**src/rtl/core/nap_pkg.sv**
```systemverilog
`timescale 1ns / 1ps
package nap_pkg;

  localparam int CHAR_W          = 8;
  localparam int FIELD_W         = 16;
  localparam int LEVEL_W         = 3;
  localparam int DIGIT_W         = 4;
  localparam int ORDER_W         = 2;
  localparam int DEF_NUMBER_BITS = 16;
  localparam int QUEUE_DEPTH     = 2;

  localparam logic [CHAR_W-1:0] CH_NUL   = 8'h00;
  localparam logic [CHAR_W-1:0] CH_COLON = 8'h3A;
  localparam logic [CHAR_W-1:0] CH_SLASH = 8'h2F;
  localparam logic [CHAR_W-1:0] CH_DOT   = 8'h2E;
  localparam logic [CHAR_W-1:0] CH_STAR  = 8'h2A;
  localparam logic [CHAR_W-1:0] CH_ZERO  = 8'h30;
  localparam logic [CHAR_W-1:0] CH_NINE  = 8'h39;

  localparam logic [LEVEL_W-1:0] LVL_NONE  = 3'd0;
  localparam logic [LEVEL_W-1:0] LVL_ZONE  = 3'd1;
  localparam logic [LEVEL_W-1:0] LVL_NET   = 3'd2;
  localparam logic [LEVEL_W-1:0] LVL_NODE  = 3'd3;
  localparam logic [LEVEL_W-1:0] LVL_POINT = 3'd4;

  localparam logic [ORDER_W-1:0] ORD_NONE = 2'd0;
  localparam logic [ORDER_W-1:0] ORD_ZONE = 2'd1;
  localparam logic [ORDER_W-1:0] ORD_NET  = 2'd2;

  typedef enum logic [2:0] {
    CC_DIGIT,
    CC_COLON,
    CC_SLASH,
    CC_DOT,
    CC_STAR,
    CC_NUL,
    CC_OTHER
  } char_class_t;

  typedef struct packed {
    char_class_t        cls;
    logic [DIGIT_W-1:0] digit;
    logic               first;
    logic [LEVEL_W-1:0] start_level;
  } token_t;

  function automatic char_class_t classify(input logic [CHAR_W-1:0] c);
    char_class_t cc;
    if (c inside {[CH_ZERO:CH_NINE]}) begin
      cc = CC_DIGIT;
    end else begin
      case (c)
        CH_COLON: cc = CC_COLON;
        CH_SLASH: cc = CC_SLASH;
        CH_DOT:   cc = CC_DOT;
        CH_STAR:  cc = CC_STAR;
        CH_NUL:   cc = CC_NUL;
        default:  cc = CC_OTHER;
      endcase
    end
    return cc;
  endfunction

endpackage

```
**src/rtl/core/nap_in_if.sv**
```systemverilog
`timescale 1ns / 1ps
interface nap_in_if;
  import nap_pkg::*;

  logic               valid;
  logic               ready;
  logic [CHAR_W-1:0]  ch;
  logic               first;
  logic [LEVEL_W-1:0] start_level;

  modport source (output valid, ch, first, start_level, input ready);
  modport sink   (input valid, ch, first, start_level, output ready);
endinterface

```
**src/rtl/core/nap_out_if.sv**
```systemverilog
`timescale 1ns / 1ps
interface nap_out_if;
  import nap_pkg::*;

  logic               valid;
  logic               ready;
  logic               status;
  logic [LEVEL_W-1:0] level;
  logic [FIELD_W-1:0] zone;
  logic [FIELD_W-1:0] net;
  logic [FIELD_W-1:0] node;
  logic [FIELD_W-1:0] point;
  logic               zone_written;
  logic               net_written;
  logic               node_written;

  modport source (output valid, status, level, zone, net, node, point,
                  zone_written, net_written, node_written, input ready);
  modport sink   (input valid, status, level, zone, net, node, point,
                  zone_written, net_written, node_written, output ready);
endinterface

```
**src/rtl/core/nap_front.sv**
```systemverilog
`timescale 1ns / 1ps
module nap_front (
  input  logic            clk,
  input  logic            rst_n,
  nap_in_if.sink          in_chan,
  output nap_pkg::token_t q_token,
  output logic            q_valid,
  input  logic            q_ready
);
  import nap_pkg::*;

  localparam int PTR_W = (QUEUE_DEPTH > 1) ? $clog2(QUEUE_DEPTH) : 1;
  localparam int CNT_W = $clog2(QUEUE_DEPTH + 1);
  localparam logic [PTR_W-1:0] LAST_PTR = PTR_W'(QUEUE_DEPTH - 1);
  localparam logic [CNT_W-1:0] FULL_CNT = CNT_W'(QUEUE_DEPTH);

  token_t           slot_r [QUEUE_DEPTH];
  logic [PTR_W-1:0] wr_ptr_r, wr_ptr_nxt;
  logic [PTR_W-1:0] rd_ptr_r, rd_ptr_nxt;
  logic [CNT_W-1:0] count_r, count_nxt;
  token_t           tok_in;
  logic             push, pop;

  always_comb begin
    tok_in.cls         = classify(in_chan.ch);
    tok_in.digit       = DIGIT_W'(in_chan.ch - CH_ZERO);
    tok_in.first       = in_chan.first;
    tok_in.start_level = in_chan.start_level;
  end

  assign in_chan.ready = (count_r != FULL_CNT);
  assign push          = in_chan.valid && in_chan.ready;
  assign q_valid       = (count_r != '0);
  assign pop           = q_valid && q_ready;
  assign q_token       = slot_r[rd_ptr_r];

  always_comb begin
    wr_ptr_nxt = push ? ((wr_ptr_r == LAST_PTR) ? '0 : wr_ptr_r + 1'b1) : wr_ptr_r;
    rd_ptr_nxt = pop  ? ((rd_ptr_r == LAST_PTR) ? '0 : rd_ptr_r + 1'b1) : rd_ptr_r;
    count_nxt  = count_r + CNT_W'(push) - CNT_W'(pop);
  end

  always_ff @(posedge clk) begin
    if (!rst_n) begin
      wr_ptr_r <= '0;
      rd_ptr_r <= '0;
      count_r  <= '0;
    end else begin
      wr_ptr_r <= wr_ptr_nxt;
      rd_ptr_r <= rd_ptr_nxt;
      count_r  <= count_nxt;
    end
    if (push) begin
      slot_r[wr_ptr_r] <= tok_in;
    end
  end

endmodule

```
**src/rtl/core/nap_back.sv**
```systemverilog
`timescale 1ns / 1ps
module nap_back #(
  parameter int NUMBER_BITS = nap_pkg::DEF_NUMBER_BITS
) (
  input  logic            clk,
  input  logic            rst_n,
  input  nap_pkg::token_t q_token,
  input  logic            q_valid,
  output logic            q_ready,
  nap_out_if.source       out_chan
);
  import nap_pkg::*;

  typedef enum logic [2:0] {
    PH_IDLE,
    PH_SEG,
    PH_DIGITS,
    PH_STAR,
    PH_PT_START,
    PH_PT_DIGITS,
    PH_PT_STAR
  } phase_t;

  localparam int NB = NUMBER_BITS;

  phase_t             phase_r, ph_nxt;
  logic [ORDER_W-1:0] ord_r, ord_nxt;
  logic [LEVEL_W-1:0] lvl_r, lvl_nxt;
  logic [NB-1:0]      acc_r, acc_nxt;
  logic [NB-1:0]      zone_r, zone_nxt;
  logic [NB-1:0]      net_r, net_nxt;
  logic [NB-1:0]      node_r, node_nxt;
  logic [NB-1:0]      point_r, point_nxt;
  logic [2:0]         wr_r, wr_nxt;
  logic [NB-1:0]      acc_dig, dig_ext;
  logic               emit, err, node_ok, pop;

  logic               out_valid_r;
  logic               out_status_r;
  logic [LEVEL_W-1:0] out_level_r;
  logic [FIELD_W-1:0] out_zone_r, out_net_r, out_node_r, out_point_r;
  logic [2:0]         out_wr_r;

  assign q_ready = !out_valid_r || out_chan.ready;
  assign pop     = q_valid && q_ready;

  always_comb begin
    ph_nxt    = phase_r;
    ord_nxt   = ord_r;
    lvl_nxt   = lvl_r;
    acc_nxt   = acc_r;
    zone_nxt  = zone_r;
    net_nxt   = net_r;
    node_nxt  = node_r;
    point_nxt = point_r;
    wr_nxt    = wr_r;
    emit      = 1'b0;
    err       = 1'b0;

    if (q_token.first) begin
      ph_nxt    = PH_SEG;
      ord_nxt   = ORD_NONE;
      lvl_nxt   = q_token.start_level;
      acc_nxt   = '0;
      zone_nxt  = '0;
      net_nxt   = '0;
      node_nxt  = '0;
      point_nxt = '0;
      wr_nxt    = '0;
    end

    dig_ext = NB'(q_token.digit);
    acc_dig = NB'({acc_nxt, 3'b000}) + NB'({acc_nxt, 1'b0}) + dig_ext;
    node_ok = !((lvl_nxt < LVL_NET || ord_nxt != ORD_NONE) && ord_nxt != ORD_NET);

    if (q_token.first && q_token.cls == CC_DOT) begin
      if (lvl_nxt >= LVL_NODE) begin
        ph_nxt = PH_PT_START;
      end else begin
        emit = 1'b1;
        err  = 1'b1;
      end
    end else begin
      case (ph_nxt)
        PH_SEG: begin
          if (q_token.cls == CC_STAR && lvl_nxt < LVL_NODE) begin
            ph_nxt = PH_STAR;
          end else if (q_token.cls == CC_DIGIT) begin
            acc_nxt = dig_ext;
            ph_nxt  = PH_DIGITS;
          end else begin
            emit = 1'b1;
            err  = 1'b1;
          end
        end
        PH_DIGITS: begin
          case (q_token.cls)
            CC_DIGIT: acc_nxt = acc_dig;
            CC_COLON: begin
              if (ord_nxt != ORD_NONE) begin
                emit = 1'b1;
                err  = 1'b1;
              end else begin
                ord_nxt   = ORD_ZONE;
                zone_nxt  = acc_nxt;
                wr_nxt[0] = 1'b1;
                lvl_nxt   = LVL_ZONE;
                ph_nxt    = PH_SEG;
              end
            end
            CC_SLASH: begin
              if (acc_nxt == '0 || ord_nxt > ORD_ZONE || lvl_nxt == LVL_NONE) begin
                emit = 1'b1;
                err  = 1'b1;
              end else begin
                ord_nxt   = ORD_NET;
                net_nxt   = acc_nxt;
                wr_nxt[1] = 1'b1;
                lvl_nxt   = LVL_NET;
                ph_nxt    = PH_SEG;
              end
            end
            CC_NUL, CC_DOT: begin
              if (q_token.cls == CC_NUL && lvl_nxt == LVL_NODE) begin
                point_nxt = acc_nxt;
                lvl_nxt   = LVL_POINT;
                emit      = 1'b1;
              end else if (!node_ok) begin
                emit = 1'b1;
                err  = 1'b1;
              end else begin
                node_nxt  = acc_nxt;
                wr_nxt[2] = 1'b1;
                lvl_nxt   = LVL_NODE;
                ph_nxt    = PH_SEG;
                emit      = (q_token.cls == CC_NUL);
              end
            end
            default: begin
              emit = 1'b1;
              err  = 1'b1;
            end
          endcase
        end
        PH_STAR: begin
          emit = 1'b1;
          err  = (q_token.cls != CC_NUL);
        end
        PH_PT_START: begin
          if (q_token.cls == CC_DIGIT) begin
            acc_nxt   = dig_ext;
            point_nxt = dig_ext;
            ph_nxt    = PH_PT_DIGITS;
          end else if (q_token.cls == CC_STAR) begin
            ph_nxt = PH_PT_STAR;
          end else begin
            emit = 1'b1;
            err  = 1'b1;
          end
        end
        PH_PT_DIGITS: begin
          if (q_token.cls == CC_DIGIT) begin
            acc_nxt   = acc_dig;
            point_nxt = acc_dig;
          end else if (q_token.cls == CC_NUL) begin
            lvl_nxt = LVL_POINT;
            emit    = 1'b1;
          end else begin
            emit = 1'b1;
            err  = 1'b1;
          end
        end
        PH_PT_STAR: begin
          emit = 1'b1;
          if (q_token.cls == CC_NUL) begin
            lvl_nxt = LVL_NODE;
          end else begin
            err = 1'b1;
          end
        end
        default: begin
        end
      endcase
    end

    if (emit) begin
      ph_nxt = PH_IDLE;
    end
  end

  always_ff @(posedge clk) begin
    if (!rst_n) begin
      phase_r     <= PH_IDLE;
      out_valid_r <= 1'b0;
    end else begin
      if (pop) begin
        phase_r <= ph_nxt;
      end
      if (pop && emit) begin
        out_valid_r <= 1'b1;
      end else if (out_chan.ready) begin
        out_valid_r <= 1'b0;
      end
    end
    if (pop) begin
      ord_r   <= ord_nxt;
      lvl_r   <= lvl_nxt;
      acc_r   <= acc_nxt;
      zone_r  <= zone_nxt;
      net_r   <= net_nxt;
      node_r  <= node_nxt;
      point_r <= point_nxt;
      wr_r    <= wr_nxt;
    end
    if (pop && emit) begin
      out_status_r <= err;
      out_level_r  <= lvl_nxt;
      out_zone_r   <= FIELD_W'(zone_nxt);
      out_net_r    <= FIELD_W'(net_nxt);
      out_node_r   <= FIELD_W'(node_nxt);
      out_point_r  <= FIELD_W'(point_nxt);
      out_wr_r     <= wr_nxt;
    end
  end

  assign out_chan.valid        = out_valid_r;
  assign out_chan.status       = out_status_r;
  assign out_chan.level        = out_level_r;
  assign out_chan.zone         = out_zone_r;
  assign out_chan.net          = out_net_r;
  assign out_chan.node         = out_node_r;
  assign out_chan.point        = out_point_r;
  assign out_chan.zone_written = out_wr_r[0];
  assign out_chan.net_written  = out_wr_r[1];
  assign out_chan.node_written = out_wr_r[2];

endmodule

```
**src/rtl/core/node_address_parser_core.sv**
```systemverilog
// Path: a closing character is first written into the queue, then the parse step
//   takes it from the queue head and registers the result in the output register.
// Throughput: one character per cycle, set by the parse step, while no result waits unaccepted at the output.
// Reset: rst_n synchronous, active low; empties the queue, idles the parser and
//   drops any pending result. No clearing pass.
`timescale 1ns / 1ps
module node_address_parser_core #(
  parameter int NUMBER_BITS = nap_pkg::DEF_NUMBER_BITS
) (
  input  logic      clk,
  input  logic      rst_n,
  nap_in_if.sink    in_chan,
  nap_out_if.source out_chan
);
  import nap_pkg::*;

  token_t q_token;
  logic   q_valid;
  logic   q_ready;

  nap_front u_front (
    .clk     (clk),
    .rst_n   (rst_n),
    .in_chan (in_chan),
    .q_token (q_token),
    .q_valid (q_valid),
    .q_ready (q_ready)
  );

  nap_back #(
    .NUMBER_BITS (NUMBER_BITS)
  ) u_back (
    .clk      (clk),
    .rst_n    (rst_n),
    .q_token  (q_token),
    .q_valid  (q_valid),
    .q_ready  (q_ready),
    .out_chan (out_chan)
  );

`ifndef SYNTHESIS
  a_push_visible: assert property (@(posedge clk) disable iff (!rst_n)
    in_chan.valid && in_chan.ready |=> q_valid)
    else $error("accepted transaction not visible at queue head");

  a_result_from_pop: assert property (@(posedge clk) disable iff (!rst_n)
    out_chan.valid && !$past(out_chan.valid) |-> $past(q_valid && q_ready))
    else $error("result appeared without a parse step");

  a_no_pop_when_blocked: assert property (@(posedge clk) disable iff (!rst_n)
    out_chan.valid && !out_chan.ready |-> !(q_valid && q_ready))
    else $error("parse step taken while result is stalled");
`endif

endmodule

```
**src/flat_wrapper.sv**
```systemverilog
// flat-port wrapper written by rule: the top's interface ports become plain ports
module node_address_parser_core_flat import nap_pkg::*;
#(
  parameter int NUMBER_BITS = nap_pkg::DEF_NUMBER_BITS
)
  (clk, rst_n, in_chan_valid, in_chan_ch, in_chan_first, in_chan_start_level, in_chan_ready, out_chan_valid, out_chan_status, out_chan_level, out_chan_zone, out_chan_net, out_chan_node, out_chan_point, out_chan_zone_written, out_chan_net_written, out_chan_node_written, out_chan_ready);
  nap_in_if in_chan_i ();
  nap_out_if out_chan_i ();
  input  logic clk;
  input  logic rst_n;
  input wire logic [$bits(in_chan_i.valid)-1:0] in_chan_valid;
  input wire logic [$bits(in_chan_i.ch)-1:0] in_chan_ch;
  input wire logic [$bits(in_chan_i.first)-1:0] in_chan_first;
  input wire logic [$bits(in_chan_i.start_level)-1:0] in_chan_start_level;
  output wire logic [$bits(in_chan_i.ready)-1:0] in_chan_ready;
  output wire logic [$bits(out_chan_i.valid)-1:0] out_chan_valid;
  output wire logic [$bits(out_chan_i.status)-1:0] out_chan_status;
  output wire logic [$bits(out_chan_i.level)-1:0] out_chan_level;
  output wire logic [$bits(out_chan_i.zone)-1:0] out_chan_zone;
  output wire logic [$bits(out_chan_i.net)-1:0] out_chan_net;
  output wire logic [$bits(out_chan_i.node)-1:0] out_chan_node;
  output wire logic [$bits(out_chan_i.point)-1:0] out_chan_point;
  output wire logic [$bits(out_chan_i.zone_written)-1:0] out_chan_zone_written;
  output wire logic [$bits(out_chan_i.net_written)-1:0] out_chan_net_written;
  output wire logic [$bits(out_chan_i.node_written)-1:0] out_chan_node_written;
  input wire logic [$bits(out_chan_i.ready)-1:0] out_chan_ready;
  assign in_chan_i.valid = in_chan_valid;
  assign in_chan_i.ch = in_chan_ch;
  assign in_chan_i.first = in_chan_first;
  assign in_chan_i.start_level = in_chan_start_level;
  assign in_chan_ready = in_chan_i.ready;
  assign out_chan_valid = out_chan_i.valid;
  assign out_chan_status = out_chan_i.status;
  assign out_chan_level = out_chan_i.level;
  assign out_chan_zone = out_chan_i.zone;
  assign out_chan_net = out_chan_i.net;
  assign out_chan_node = out_chan_i.node;
  assign out_chan_point = out_chan_i.point;
  assign out_chan_zone_written = out_chan_i.zone_written;
  assign out_chan_net_written = out_chan_i.net_written;
  assign out_chan_node_written = out_chan_i.node_written;
  assign out_chan_i.ready = out_chan_ready;
  node_address_parser_core #(.NUMBER_BITS(NUMBER_BITS)) u_core (.clk(clk), .rst_n(rst_n), .in_chan(in_chan_i), .out_chan(out_chan_i));
endmodule
```
**config.mk**
```make
export PLATFORM = sky130hd
export DESIGN_NAME = node_address_parser_core_flat
export DESIGN_NICKNAME = d
export VERILOG_FILES = /design/src/rtl/core/nap_pkg.sv /design/src/rtl/core/nap_in_if.sv /design/src/rtl/core/nap_out_if.sv /design/src/rtl/core/nap_front.sv /design/src/rtl/core/nap_back.sv /design/src/rtl/core/node_address_parser_core.sv /design/src/flat_wrapper.sv
export SDC_FILE = /design/constraint.sdc
export NUM_CORES = 1
export LEC_CHECK = 0
export BUFFER_PORTS_ARGS = -buffer_cell sky130_fd_sc_hd__buf_2
export CAP_MARGIN = 20
export CELL_PAD_IN_SITES_DETAIL_PLACEMENT = 1
export CELL_PAD_IN_SITES_GLOBAL_PLACEMENT = 1
export CORE_AREA = 4 4 166 168
export CTS_BUF_LIST = sky130_fd_sc_hd__clkbuf_2 sky130_fd_sc_hd__clkbuf_4 sky130_fd_sc_hd__clkbuf_8
export DETAILED_ROUTE_END_ITERATION = 16
export DIE_AREA = 0 0 170 172
export PLACE_DENSITY_LB_ADDON = 0.05
export SYNTH_ARGS = -nofsm -noshare
export SYNTH_HDL_FRONTEND = slang
export SYNTH_SLANG_ARGS = --single-unit
```
**constraint.sdc**
```tcl
create_clock -name clk -period 6.5 [get_ports clk]
set_input_delay 0.65 -clock clk [delete_from_list [all_inputs] [get_ports clk]]
set_output_delay 0.65 -clock clk [all_outputs]
set_load 0.02 [all_outputs]
```
==> After elaboration in Yosys (flattened, before gate mapping) <==
Memory sizes are Yosys's and may differ from the RTL's. A register that Yosys moved wholly into a read port is not among the register bits.
Index checks and enable logic that the tools add are counted.
{ "word_totals": {"out_inout_bits": 73, "ram_bits": 22, "latch_bits": 0, "in_bits": 16, "register_bits": 167, "rom_bits": 0, "mem_count": 1} }
{ "classes": {"n_mul": 0, "reduce_logical": 23, "n_shift": 0, "add_sub_neg": 7, "order_cmp": 6, "div": 0, "eq_ne": 19, "mux": 99, "bitwise_logic": 0} }
{ "memory_table": {"columns": ["name", "words", "width", "rd", "rd_ports_with_merged_regs", "write_ports", "line", "source"], "rows": [
  ["u_core.u_front.slot_r", 2, 11, 1, 1, 1, "nap_front.sv:17", "token_t slot_r [QUEUE_DEPTH];"]
]} }
{ "op_table": {"columns": ["op", "count"], "rows": [
  ["$mux W16", 27],
  ["$pmux W16 S3", 2],
  ["$mux W3", 25],
  ["$pmux W3 S3", 4],
  ["$eq A8 B6 Y1 const B", 4],
  ["$mux W1", 30],
  ["$add A16 B16 Y16", 1],
  ["$add A16 B4 Y16", 1],
  ["$logic_not A16 Y1", 1],
  ["$eq A3 B2 Y1 const B", 5],
  ["$eq A3 B3 Y1 const B", 5],
  ["$pmux W3 S5", 1],
  ["$mux W2", 5],
  ["$ge A8 B6 Y1 const B", 1],
  ["$le A8 B6 Y1 const B", 1],
  ["$logic_and A1 B1 Y1", 8],
  ["$logic_not A8 Y1", 1],
  ["$pmux W1 S4", 2],
  ["$eq A3 B1 Y1 const B", 2],
  ["$logic_not A3 Y1", 2],
  ["$lt A3 B2 Y1 const B", 2],
  ["$pmux W1 S6", 1],
  ["$reduce_bool A2 Y1", 3],
  ["$reduce_or A2 Y1", 3],
  ["12 further kinds", 17]
]} }

==> Longest topological paths before layout <==
Gate-level depths: netlist of the first run.
{ "depth": {"ltp_word": 11, "ltp_mapped": 17, "depth_no_buf": 13} }

==> Hierarchy <==
A second synthesis of the first run with hierarchy kept.
{ "hier_totals": {"hier_cells": 794, "area_unflattened_um2": 9245.1} }
{ "by_module_without_submodules": {"columns": ["mod", "cells_per_inst", "instances", "seq_area_each_um2", "area_each_um2"], "rows": [
  ["nap_back", 719, 1, 4854.7, 8112.8],
  ["nap_front", 75, 1, 760.7, 1132.3]
]} }

==> Worst setup path before layout of the first run <==
Ideal clock, no wire load.
{ "synth_path": {"path_type": "input port to flip-flop", "from": "in out_chan_ready", "to": "reg u_core.u_back.out_level_r[0] (netlist: u_core.u_back.out_chan.level[0]) (enable)", "t_required_ps": 6075, "setup_slack_ps": 1576, "arrival_time_ps": 4499, "n_path_buf": 0, "stages": 5, "setup_time_ps": 425, "path_cell_list": "nand2b_1 > o21ai_1 > inv_1 > a31oi_1 > inv_1"} }
{ "synth_between": {"elab_chain_len": 3} }
{ "synth_rtl": {"columns": ["element", "line", "source"], "rows": [
  ["start: declaration", "flat_wrapper.sv:26", "input wire logic [$bits(out_chan_i.ready)-1:0] out_chan_ready;"],
  ["$logic_or A1 B1 Y1", "nap_back.sv:44", "assign q_ready = !out_valid_r || out_chan.ready;"],
  ["$logic_and A1 B1 Y1", "nap_back.sv:45", "assign pop = q_valid && q_ready;"],
  ["named net u_core.u_back.pop", "nap_back.sv:36", "logic emit, err, node_ok, pop;"],
  ["$logic_and A1 B1 Y1", "nap_back.sv:215", "if (pop && emit) begin"],
  ["end signal: assignment", "nap_back.sv:217", "out_level_r <= lvl_nxt;"],
  ["end: declaration", "nap_back.sv:40", "logic [LEVEL_W-1:0] out_level_r;"]
]} }
The timed path passes the listed nets, and every way through them passes these cells.
A chain may end at the register's enable or synchronous reset.

==> metrics.md, run 1 <==
| Metric | Value |
|---|---|
| Number of standard-cell rows in the floorplan | `59` |
| Sum of negative setup slack | `0 ns` |
| Worst hold-check path type | `input pin to register` |
| Ys async rst share | `0` |
| Count of buffers from port buffering | `88` |
| Internal power | `2840 uW` |
| Worst Path Class, Setup | `register to register` |
| Power per cell area | `459 nW/um^2` |
| Max Clock Skew | `about 0.016 ns` |
| Synth Instances | `789` |
| Hold-fix buffer count after cts | `0` |
| Number of levels in the clock H-tree | `4` |
| Post-synth top area cell | `edfxtp_1` |
| Synth top area share | `0.584` |
| Antenna diode instance count | `0` |
| Clock root buffer master | `clkbuf_8` |
| Die Width | `about 170 um` |
| Layout overhead on the synthesized area | `12.4%` |
| Most common cell after layout, fill and taps aside | `edfxtp_1` |
| Maximum achievable frequency | `218 MHz` |
| Share of layout cells above drive strength 1 | `0.174` |
| Critical path's slowest cell | `dfxtp_1` |
| Pin count of the biggest net entering global routing | `74` |
| Initial core utilization | `0.359` |
| Arrival time of the worst setup path | `roughly 4.8 ns` |
| Post-route DRC violation count | `0` |
| Total global routing track utilization | `0.182` |
| Vias in the first global route | `around 6900` |
| Number of synthesized register bits | `190` |
| Post-Synthesis Mean Instance Area | `11.8 um^2` |
| Hold Vio Cnt, Final | `0` |
| Ratio of final minimum period to clock period | `0.705` |
| Fraction of power spent switching nets | `0.409` |
| Fraction of power consumed by combinational cells | `0.362` |
| CTS tree | `done` |
| Non-filler cells, final | `about 1200` |
| Required time of the critical path | `6.74 ns` |
| Routability congestion estimate | `0.872` |
| Fill cell total of the finished layout | `2809` |
| Relative slew slack | `0.226` |
| Slew Limit Fails | `0` |
| Clock power frac | `0.167` |
| Global-route wire length before repair | `41.1 mm` |
| Drt pass-1 iters | `5` |
| Net switching power | `1960 uW` |
| Minimum clock period | `about 4.6 ns` |
| Overall routed net length | `around 27 mm` |
| Die boundary height | `~170 um` |
| Leakage power figure | `0.00380 uW` |
| Main synth FF type | `edfxtp_1` |
| Capturing element type of the critical path | `register` |
| RSZ-0062 raised after global routing | `no` |
| Post-synthesis cell type count | `66` |
| Count of flip-flops with a built-in enable after synthesis | `181` |
| Number of clock sinks seen by CTS | `190` |
| Sequential cell area fraction in the yosys report | `0.604` |
| Warnings, synthesis | `0` |
| Most common cell type on the critical path | `o211ai_1` |
| Post-Synthesis Net Count | `834` |
| Highest net fanout along the worst path | `41` |
| Worst path bufs/invs | `1` |
| Final setup viols | `0` |
| Setup fix buffers added after clock tree synthesis | `0` |
| Floorplan die area | `29200 um^2` |
| Clk buf depth | `2` |
| Half-perimeter wire length after detailed placement | `approximately 19 mm` |
| Via density per instance | `5.55` |
| Cells along the critical path | `mux2_2 > buf_4 > nor2_1 > ha_1 > nand3_1 > o211ai_1 > o211ai_1 > a21oi_1 > o21ai_0 > mux2i_1 > a21o_1` |
| Inst Count DP | `1180` |
| DRT iter0 DRCs | `567` |
| Number of buffers created by CTS | `17` |
| Worst-skew pair later-pin latency | `0.48 ns` |
| Post-route ant nets | `0` |
| Largest stage delay, worst path | `0.93 ns` |
| Number of antenna violations at the first check in global routing | `0` |
| Clock input transition at the sequential cells of the worst setup and hold paths | `0.11 ns` |
| Maximum ir drop on the vdd rail | `0.225 mV` |
| CP startpoint kind | `register` |
| Commonest non-fill, non-tap cells in the layout | `181 x edfxtp_1, 107 x nand2_1, 88 x buf_2` |
| Resize count post-CTS | `0` |
| Synth top area cells | `edfxtp_1 58%, nand2_1 4.3%, ha_1 3.8%` |
| Vias after detailed routing | `6734` |
| Mapped cell area | `9300 um^2` |
| Run status | `finished, final reports clean` |
| Sequential cell area | `5620 um^2` |
| Number of top-level design ports | `89` |
| Largest delay share family, worst path | `compound AO/OA/AOI/OAI gates` |
| Actual transition at the worst max-transition pin | `1.15 ns` |
| Total area of multi-input combinational cells | `3450 um^2` |
| Sequential share of power | `0.472` |
| Number of max-cap violations | `0` |
| Average detailed-routed wire length per instance | `21.8 um` |
| Total congestion overflow after global routing | `0` |
| Net count reported at finish | `910` |
| Placeable core area | `25900 um^2` |
cell type report:
class,instances,area share
clock buffers,18,0.0231
clock inverters,14,0.0156
inverters,14,0.00515
multi-input cells,546,0.330
flip-flops and latches,190,0.537
well taps,335,0.0401
repair buffers,96,0.0483
Yosys cell counts, types with 5 or more instances:
library cell and number:
o21a_1 5, clkbuf_1 26, and2_1 19, buf_2 6, a21boi_0 5, nand2_1 107
nor3_1 10, mux2_2 10, a21oi_1 69, nor2_1 58, ha_1 28, buf_4 5
mux2i_1 31, or3_1 10, a22o_1 6, nand3_1 22, dfxtp_1 9, o31ai_1 7
a22oi_1 7, a21o_1 7, xnor2_1 12, edfxtp_1 181, o22ai_1 9, nand2b_1 6
inv_1 14, nor4_1 8, and3_1 5, a211oi_1 5, o2bb2ai_1 5, o21ai_0 27
o211ai_1 6, a31oi_1 7, a32oi_1 5
power by group through the flow:
stage | sequential (uW) | combinational (uW) | clock [uW]
detailed placement | 2300 | 1750 | 0
global placement | 2280 | 1690 | 0
CTS | 2270 | 1750 | 833
floorplan | 2270 | 1140 | 0
finish | 2260 | 1740 | 800
global route | 2310 | 1930 | 876
worst paths after layout:
| kind | start | end | slack [ns] | cells past startpoint |
|---|---|---|---|---|
| setup / recovery | register | u_core.u_back.out_chan.point[15]$_DFFE_PP_ | 1.92 | 11 |
| hold / removal | in_chan_start_level[1] | u_core.u_front.slot_r[0][1]$_DFFE_PP_ | 0.36 | 1 |
| hold reg to reg | u_core.u_back.out_chan.valid$_SDFFE_PN0P_ | u_core.u_back.out_chan.valid$_SDFFE_PN0P_ | 0.53 | 2 |
| setup reg to reg | register | u_core.u_back.out_chan.point[15]$_DFFE_PP_ | 1.92 | 11 |
metrics by stage:
stage               setup WS (ns)  hold WS [ns]  utilization  area, um^2  total power, uW
floorplan                    1.58         0.509            -        9300             3410
detailed placement           1.88         0.511        0.387       10000             4040
CTS                          1.86         0.330        0.403       10400             4850
global route                 1.56         0.332        0.403       10500             5120
finish                       1.92         0.362        0.403       10500             4800
global placement             2.03         0.517        0.387       10000             3970
kinds of logic (layout without fill, tap and decap cells):
family,count (synthesis),count (layout),share of synthesized area
mux,41,41,0.0455
buf+inv,53,142,0.0258
xor+xnor,15,15,0.0141
flops,190,190,0.604
compound gates,196,196,0.137
fa+ha+maj,29,29,0.0398
simple gates,265,265,0.134
state kept, by name (all words and copies together) (netlist names), named ones only:
register	count
u_core.u_back.acc_r	16
u_core.u_back.lvl_r	3
u_core.u_back.net_r	16
u_core.u_back.node_r	16
u_core.u_back.ord_r	2
u_core.u_back.out_chan.level	3
u_core.u_back.out_chan.net	16
u_core.u_back.out_chan.node	16
u_core.u_back.out_chan.point	16
u_core.u_back.out_chan.status	1
u_core.u_back.out_chan.valid	1
u_core.u_back.out_chan.zone	16
u_core.u_back.out_wr_r	3
u_core.u_back.phase_r	3
u_core.u_back.point_r	16
u_core.u_back.wr_r	3
u_core.u_back.zone_r	16
u_core.u_front.count_r	2
u_core.u_front.rd_ptr_r	1
u_core.u_front.slot_r	22
u_core.u_front.wr_ptr_r	1
layer usage:
layer / part of all wire / global-route usage / wire, um
met1: 0.50 / 0.266 / 13200
met2: 0.45 / 0.283 / 11800
met3: 0.039 / 0.0311 / 1030
met4: 0.018 / 0.0507 / 482
met5: 0 / 0 / 0
No activity file was read; power rests on OpenSTA's default activity.
==> inputs of run 2 (changes only) <==
clock period = 4.5 ns   (was 6.5 ns; I/O delays follow)
==> run 2 against run 1 <==
  * Via count up 1.4%
  * Critical path type unchanged
  * Clock skew is 0.00051 ns lower
  * Highest routed layer unchanged
  * Fmax is 23% higher
  * Combinational power grew 52%
  * Largest cell class unchanged
  * Register-to-register slack got worse by 1.1 ns
  * Utilization grew 0.42 points
  * Clock-buffer cell count fell by 1
  * Wire length is 6.7% higher
  * Cell area grew 1.0%
==> metrics.md, run 2 (synthesized netlist as in run 1, its figures left out) <==
| Metric | Value |
|---|---|
| Run status | `finished, final reports clean` |
| Slew Limit Fails | `0` |
| Clock root buffer master | `clkbuf_8` |
| Overall routed net length | `between 20 and 30 mm` |
| Resize count post-CTS | `0` |
| Sequential cell area | `5620 um^2` |
| Hold Vio Cnt, Final | `0` |
| Cells along the critical path | `buf_4 > mux2_2 > ha_1 > ha_1 > a21oi_1 > o211ai_1 > o211ai_1 > a21oi_1 > o21ai_0 > mux2i_1 > a21o_1` |
| Sum of negative setup slack | `0 ns` |
| CP startpoint kind | `register` |
| Total congestion overflow after global routing | `0` |
| Number of standard-cell rows in the floorplan | `59` |
| Net count reported at finish | `about 920` |
| Maximum ir drop on the vdd rail | `0.477 mV` |
| Maximum achievable frequency | `268 MHz` |
| Die Width | `170 um` |
| Total global routing track utilization | `0.195` |
| Worst Path Class, Setup | `register to register` |
| Commonest non-fill, non-tap cells in the layout | `181 x edfxtp_1, 107 x nand2_1, 88 x buf_2` |
| Final critical-path setup slack | `0.775 ns` |
| Number of flip-flops under the largest register name | `22` |
| Share of layout cells above drive strength 1 | `0.185` |
| Number of max-cap violations | `0` |
| RSZ-0062 raised after global routing | `no` |
| Number of levels in the clock H-tree | `4` |
| Initial core utilization | `0.359` |
| Count of buffers from port buffering | `between 80 and 90` |
| Vias after detailed routing | `6826` |
| Required time of the critical path | `4.73 ns` |
| Max Clock Skew | `0.0159 ns` |
| Global-route wire length before repair | `43.3 mm` |
| Clk buf depth | `2` |
| Highest net fanout along the worst path | `18` |
| DRT iter0 DRCs | `~490` |
| Antenna diode instance count | `0` |
| Critical register-to-register path endpoint | `u_core.u_back.point_r[15]$_DFFE_PP_` |
| Worst-skew pair later-pin latency | `approximately 0.47 ns` |
| Setup fix buffers added after clock tree synthesis | `0` |
| Reg with most FFs | `u_core.u_front.slot_r` |
| Number of cells traversed by the worst register-to-register path | `11` |
| Post-Route Utilization | `0.408` |
| Capturing element type of the critical path | `register` |
| Number of buffers created by CTS | `17` |
| Ratio of final minimum period to clock period | `0.828` |
| Vias in the first global route | `7187` |
| Hold-fix buffer count after cts | `0` |
| Clock input transition at the sequential cells of the worst setup and hold paths | `about 0.11 ns` |
| Layout overhead on the synthesized area | `13.5%` |
| Pin count of the biggest net entering global routing | `about 70` |
| Average detailed-routed wire length per instance | `about 23 um` |
| Routability congestion estimate | `0.861` |
| Leakage power figure | `about 0.0039 uW` |
| R2R Setup Slk | `about 0.78 ns` |
| Floorplan die area | `29200 um^2` |
| Total area of multi-input combinational cells | `3450 um^2` |
| Minimum clock period | `3.72 ns` |
| CTS tree | `done` |
| Power per cell area | `665 nW/um^2` |
| Critical path's slowest cell | `dfxtp_1` |
| Fill cell total of the finished layout | `about 2800` |
| Relative slew slack | `0.408` |
| Most common cell after layout, fill and taps aside | `edfxtp_1` |
| Number of top-level design ports | `89` |
| Arrival time of the worst setup path | `3.96 ns` |
| Post-route DRC violation count | `0` |
| Capture point of the critical path | `u_core.u_back.point_r[15]$_DFFE_PP_` |
| Half-perimeter wire length after detailed placement | `between 15 and 20 mm` |
| Worst hold-check path type | `input pin to register` |
| Number of antenna violations at the first check in global routing | `0` |
| Die boundary height | `~170 um` |
| Drt pass-1 iters | `5` |
| Via density per instance | `5.57` |
| Final setup viols | `0` |
| Placement-stage worst setup slack | `0.801 ns` |
| Largest stage delay, worst path | `about 0.48 ns` |
| Placeable core area | `25900 um^2` |
| Post-route ant nets | `0` |
| Actual transition at the worst max-transition pin | `between 0.8 and 0.9 ns` |
| Number of clock sinks seen by CTS | `190` |
## run 2: final cells by class
type	instances	area share
clock inverters	14	0.0161
inverters	14	0.00533
flip-flops and latches	190	0.532
clock buffers	17	0.0222
well taps	335	0.0397
multi-input cells	546	0.327
repair buffers	109	0.0578
## run 2: where the power goes
part	internal [uW]	switching (uW)	total (uW)
Sequential	2840	389	3230
Combinational	862	1770	2640
Clock	422	727	1150
## run 2: routing by layer
metal,vias to the layer above,GRT usage,part of all wire
li1,3155,-,-
met1,3489,0.276,0.49
met2,162,0.318,0.46
met3,20,0.0329,0.041
met4,0,0.0410,0.012
met5,-,0,0
## run 2: worst min-delay path by stage
stage                                                          from                                        end  cells past startpoint
after CTS                                    in_chan_start_level[1]      u_core.u_front.slot_r[1][1]$_DFFE_PP_                      1
after detailed placement            u_core.u_back.wr_r[2]$_DFFE_PP_        u_core.u_back.out_wr_r[2]$_DFFE_PP_                      2
after global routing                         in_chan_start_level[2]      u_core.u_front.slot_r[1][2]$_DFFE_PP_                      1
final                                        in_chan_start_level[1]      u_core.u_front.slot_r[1][1]$_DFFE_PP_                      1
after global placement    u_core.u_back.out_chan.valid$_SDFFE_PN0P_  u_core.u_back.out_chan.valid$_SDFFE_PN0P_                      2
after floorplan                     u_core.u_back.wr_r[0]$_DFFE_PP_        u_core.u_back.out_wr_r[0]$_DFFE_PP_                      2
## run 2: worst max-delay path: cells and delay by family (launching register included)
family,cells,cell delay [ns]
compound gates,6,1.49
fa+ha+maj,2,0.64
buf+inv,1,0.31
flops,1,0.48
mux,2,0.57
## run 2: through the flow
stage	cell area, um^2	std cells	hold WS (ns)	total power [uW]
3_3_place_gp	10100	1193	0.513	5860
4_1_cts	10600	1224	0.132	7110
6_report	10600	1225	0.167	7020
5_1_grt	10600	1225	0.123	7490
3_5_place_dp	10100	1193	0.541	5940
2_1_floorplan	9300	789	0.509	4920
==> inputs of run 3 (changes only) <==
clock period = 3.63 ns   (was 4.5 ns; I/O delays follow)
==> run 3 against run 2 <==
  * Clock-buffer cell count is the same
  * Hold slack got worse by 0.091 ns
  * Final cell count increased by 2.4%
  * Combinational power up 35%
  * Highest routed layer unchanged
  * Register-to-register slack worse by 0.59 ns
  * Cell area rose by 3.1%
  * Sequential power grew 20%
  * Clock skew is 0.0029 ns higher
==> metrics.md, run 3 (synthesized netlist as in run 1, its figures left out) <==
| Metric | Value |
|---|---|
| Worst Path Class, Setup | `register to register` |
| Floorplan die area | `29200 um^2` |
| Reg with most FFs | `u_core.u_front.slot_r` |
| Actual transition at the worst max-transition pin | `1.05 ns` |
| Power per cell area | `roughly 820 nW/um^2` |
| Clock input transition at the sequential cells of the worst setup and hold paths | `0.12 ns` |
| Setup fix buffers added after clock tree synthesis | `0` |
| Placement-stage worst setup slack | `~0.10 ns` |
| Worst path bufs/invs | `2` |
| Die Width | `between 150 and 200 um` |
| Number of top-level design ports | `between 80 and 90` |
| Count of buffers from port buffering | `88` |
| Post-route DRC violation count | `0` |
| Largest stage delay, worst path | `0.51 ns` |
| Maximum achievable frequency | `a little under 300 MHz` |
| Highest net fanout along the worst path | `26` |
| Drt pass-1 iters | `4` |
| Routability congestion estimate | `0.916` |
| Vias in the first global route | `7164` |
| Total global routing track utilization | `0.189` |
| R2R Setup Slk | `0.19 ns` |
| Capturing element type of the critical path | `register` |
| Post-Route Utilization | `0.420` |
| Relative slew slack | `0.300` |
| Leakage power figure | `0.00403 uW` |
| Number of standard-cell rows in the floorplan | `between 50 and 60` |
| Worst-skew pair later-pin latency | `0.48 ns` |
| Via density per instance | `~5.4` |
| Number of levels in the clock H-tree | `4` |
| Startpoint of the lowest-slack hold path | `in_chan_start_level[1]` |
| Number of cells traversed by the worst register-to-register path | `14` |
| Total congestion overflow after global routing | `0` |
| Minimum clock period | `~3.4 ns` |
| Die boundary height | `172 um` |
| Hold Slack | `0.0767 ns` |
| Clk buf depth | `2` |
| CTS tree | `done` |
| Initial core utilization | `0.359` |
| Maximum ir drop on the vdd rail | `between 0.2 and 0.3 mV` |
| Number of buffers created by CTS | `17` |
| Global-route wire length before repair | `42.4 mm` |
| Number of antenna violations at the first check in global routing | `0` |
| Sequential cell area | `5620 um^2` |
| Cells along the critical path | `mux2i_2 > buf_12 > and2_1 > ha_1 > ha_1 > inv_1 > fa_1 > nor2b_1 > o21a_1 > o21ai_1 > a21oi_1 > nor3_2 > or4_1 > nand3_1` |
| Total area of multi-input combinational cells | `3500 um^2` |
| Antenna diode instance count | `0` |
| Overall routed net length | `27.5 mm` |
| Placeable core area | `around 26000 um^2` |
| Share of layout cells above drive strength 1 | `0.221` |
| Pin count of the biggest net entering global routing | `69` |
| Number of max-cap violations | `0` |
| Final Power | `8930 uW` |
| Post-route ant nets | `0` |
| Half-perimeter wire length after detailed placement | `20.0 mm` |
| Layout overhead on the synthesized area | `17.0%` |
| Count of cells along the worst hold path | `1` |
| Most common cell after layout, fill and taps aside | `edfxtp_1` |
| Critical register-to-register path endpoint | `u_core.u_back.out_chan.point[14]$_DFFE_PP_` |
| Number of flip-flops under the largest register name | `22` |
| Most common cell type on the critical path | `ha_1` |
| Hold Vio Cnt, Final | `0` |
| Ratio of final minimum period to clock period | `0.949` |
| Average detailed-routed wire length per instance | `between 20 and 25 um` |
| Vias after detailed routing | `6820` |
| Commonest non-fill, non-tap cells in the layout | `181 x edfxtp_1, 107 x nand2_1, 88 x buf_2` |
| Arrival time of the worst setup path | `3.78 ns` |
| RSZ-0062 raised after global routing | `no` |
| Largest delay share family, worst path | `simple AND/OR/NAND/NOR gates` |
| Slew Limit Fails | `0` |
| Net count reported at finish | `~950` |
| Clock root buffer master | `clkbuf_8` |
| Max Clock Skew | `~0.019 ns` |
| Launch point of the worst reg-to-reg path | `u_core.u_front.slot_r[0][3]$_DFFE_PP_` |
| Fill cell total of the finished layout | `2807` |
| Final setup viols | `0` |
| Final critical-path setup slack | `0.186 ns` |
| WHS Endpoint | `u_core.u_front.slot_r[1][1]$_DFFE_PP_` |
| Number of clock sinks seen by CTS | `190` |
| CP startpoint kind | `register` |
| Critical path's slowest cell | `or4_1` |
| Worst hold-check path type | `input pin to register` |
| DRT iter0 DRCs | `448` |
| Required time of the critical path | `3.96 ns` |
| Run status | `finished, final reports clean` |
| Sum of negative setup slack | `0 ns` |
run 3: worst reg2reg max path: stages (launching register included):
cell	delay, ns
edfxtp_1	0.43
mux2i_2	0.22
buf_12	0.21
and2_1	0.22
ha_1	0.18
ha_1	0.19
inv_1	0.06
fa_1	0.41
nor2b_1	0.14
o21a_1	0.15
o21ai_1	0.11
a21oi_1	0.23
nor3_2	0.10
or4_1	0.51
nand3_1	0.15
run 3: power by group:
group	switching, uW	total, uW	leakage, uW	internal (uW)
combinational	2360	3560	0.00201	1200
sequential	350	3870	0.00181	3520
clock	946	1500	0.000215	549
run 3: final cells by class:
class	count	area share
flip-flops and latches	190	0.516
multi-input cells	546	0.322
repair buffers	138	0.0773
well taps	335	0.0385
clock buffers	17	0.0215
clock inverters	15	0.0190
inverters	14	0.00552
run 3: worst max-delay path by stage:
stage                                               start                                    endpoint  slack (ns)  cells after the start
floorplan                                  out_chan_ready   u_core.u_back.out_chan.level[0]$_DFFE_PP_       -0.15                      5
global placement    u_core.u_front.slot_r[1][3]$_DFFE_PP_           u_core.u_back.acc_r[10]$_DFFE_PP_        0.23                     13
detailed placement  u_core.u_front.slot_r[0][3]$_DFFE_PP_  u_core.u_back.out_chan.point[14]$_DFFE_PP_        0.10                     14
CTS                 u_core.u_front.slot_r[0][3]$_DFFE_PP_  u_core.u_back.out_chan.point[14]$_DFFE_PP_         0.1                     14
global route        u_core.u_front.slot_r[1][3]$_DFFE_PP_  u_core.u_back.out_chan.point[14]$_DFFE_PP_        0.05                     14
finish              u_core.u_front.slot_r[0][3]$_DFFE_PP_  u_core.u_back.out_chan.point[14]$_DFFE_PP_        0.19                     14
run 3: what timing repair did:
item	4_1_cts	5_1_grt
resized for setup	0	2
hold endpoints to repair	0	0
hold buffers	0	0
endpoints found under the setup margin	0	4
run 3: per-stage QoR:
step,area (um^2),cells
CTS,10900,1255
floorplan,9380,789
global route,10900,1255
finish,10900,1255
global placement,10400,1223
detailed placement,10400,1223
run 3: routing by layer:
layer / wire length (um) / vias up / global-route usage
met5: 0 / - / 0
met4: 491 / 0 / 0.0521
met3: 1140 / 34 / 0.0279
met2: 13800 / 156 / 0.335
met1: 12000 / 3402 / 0.244
li1: - / 3228 / -
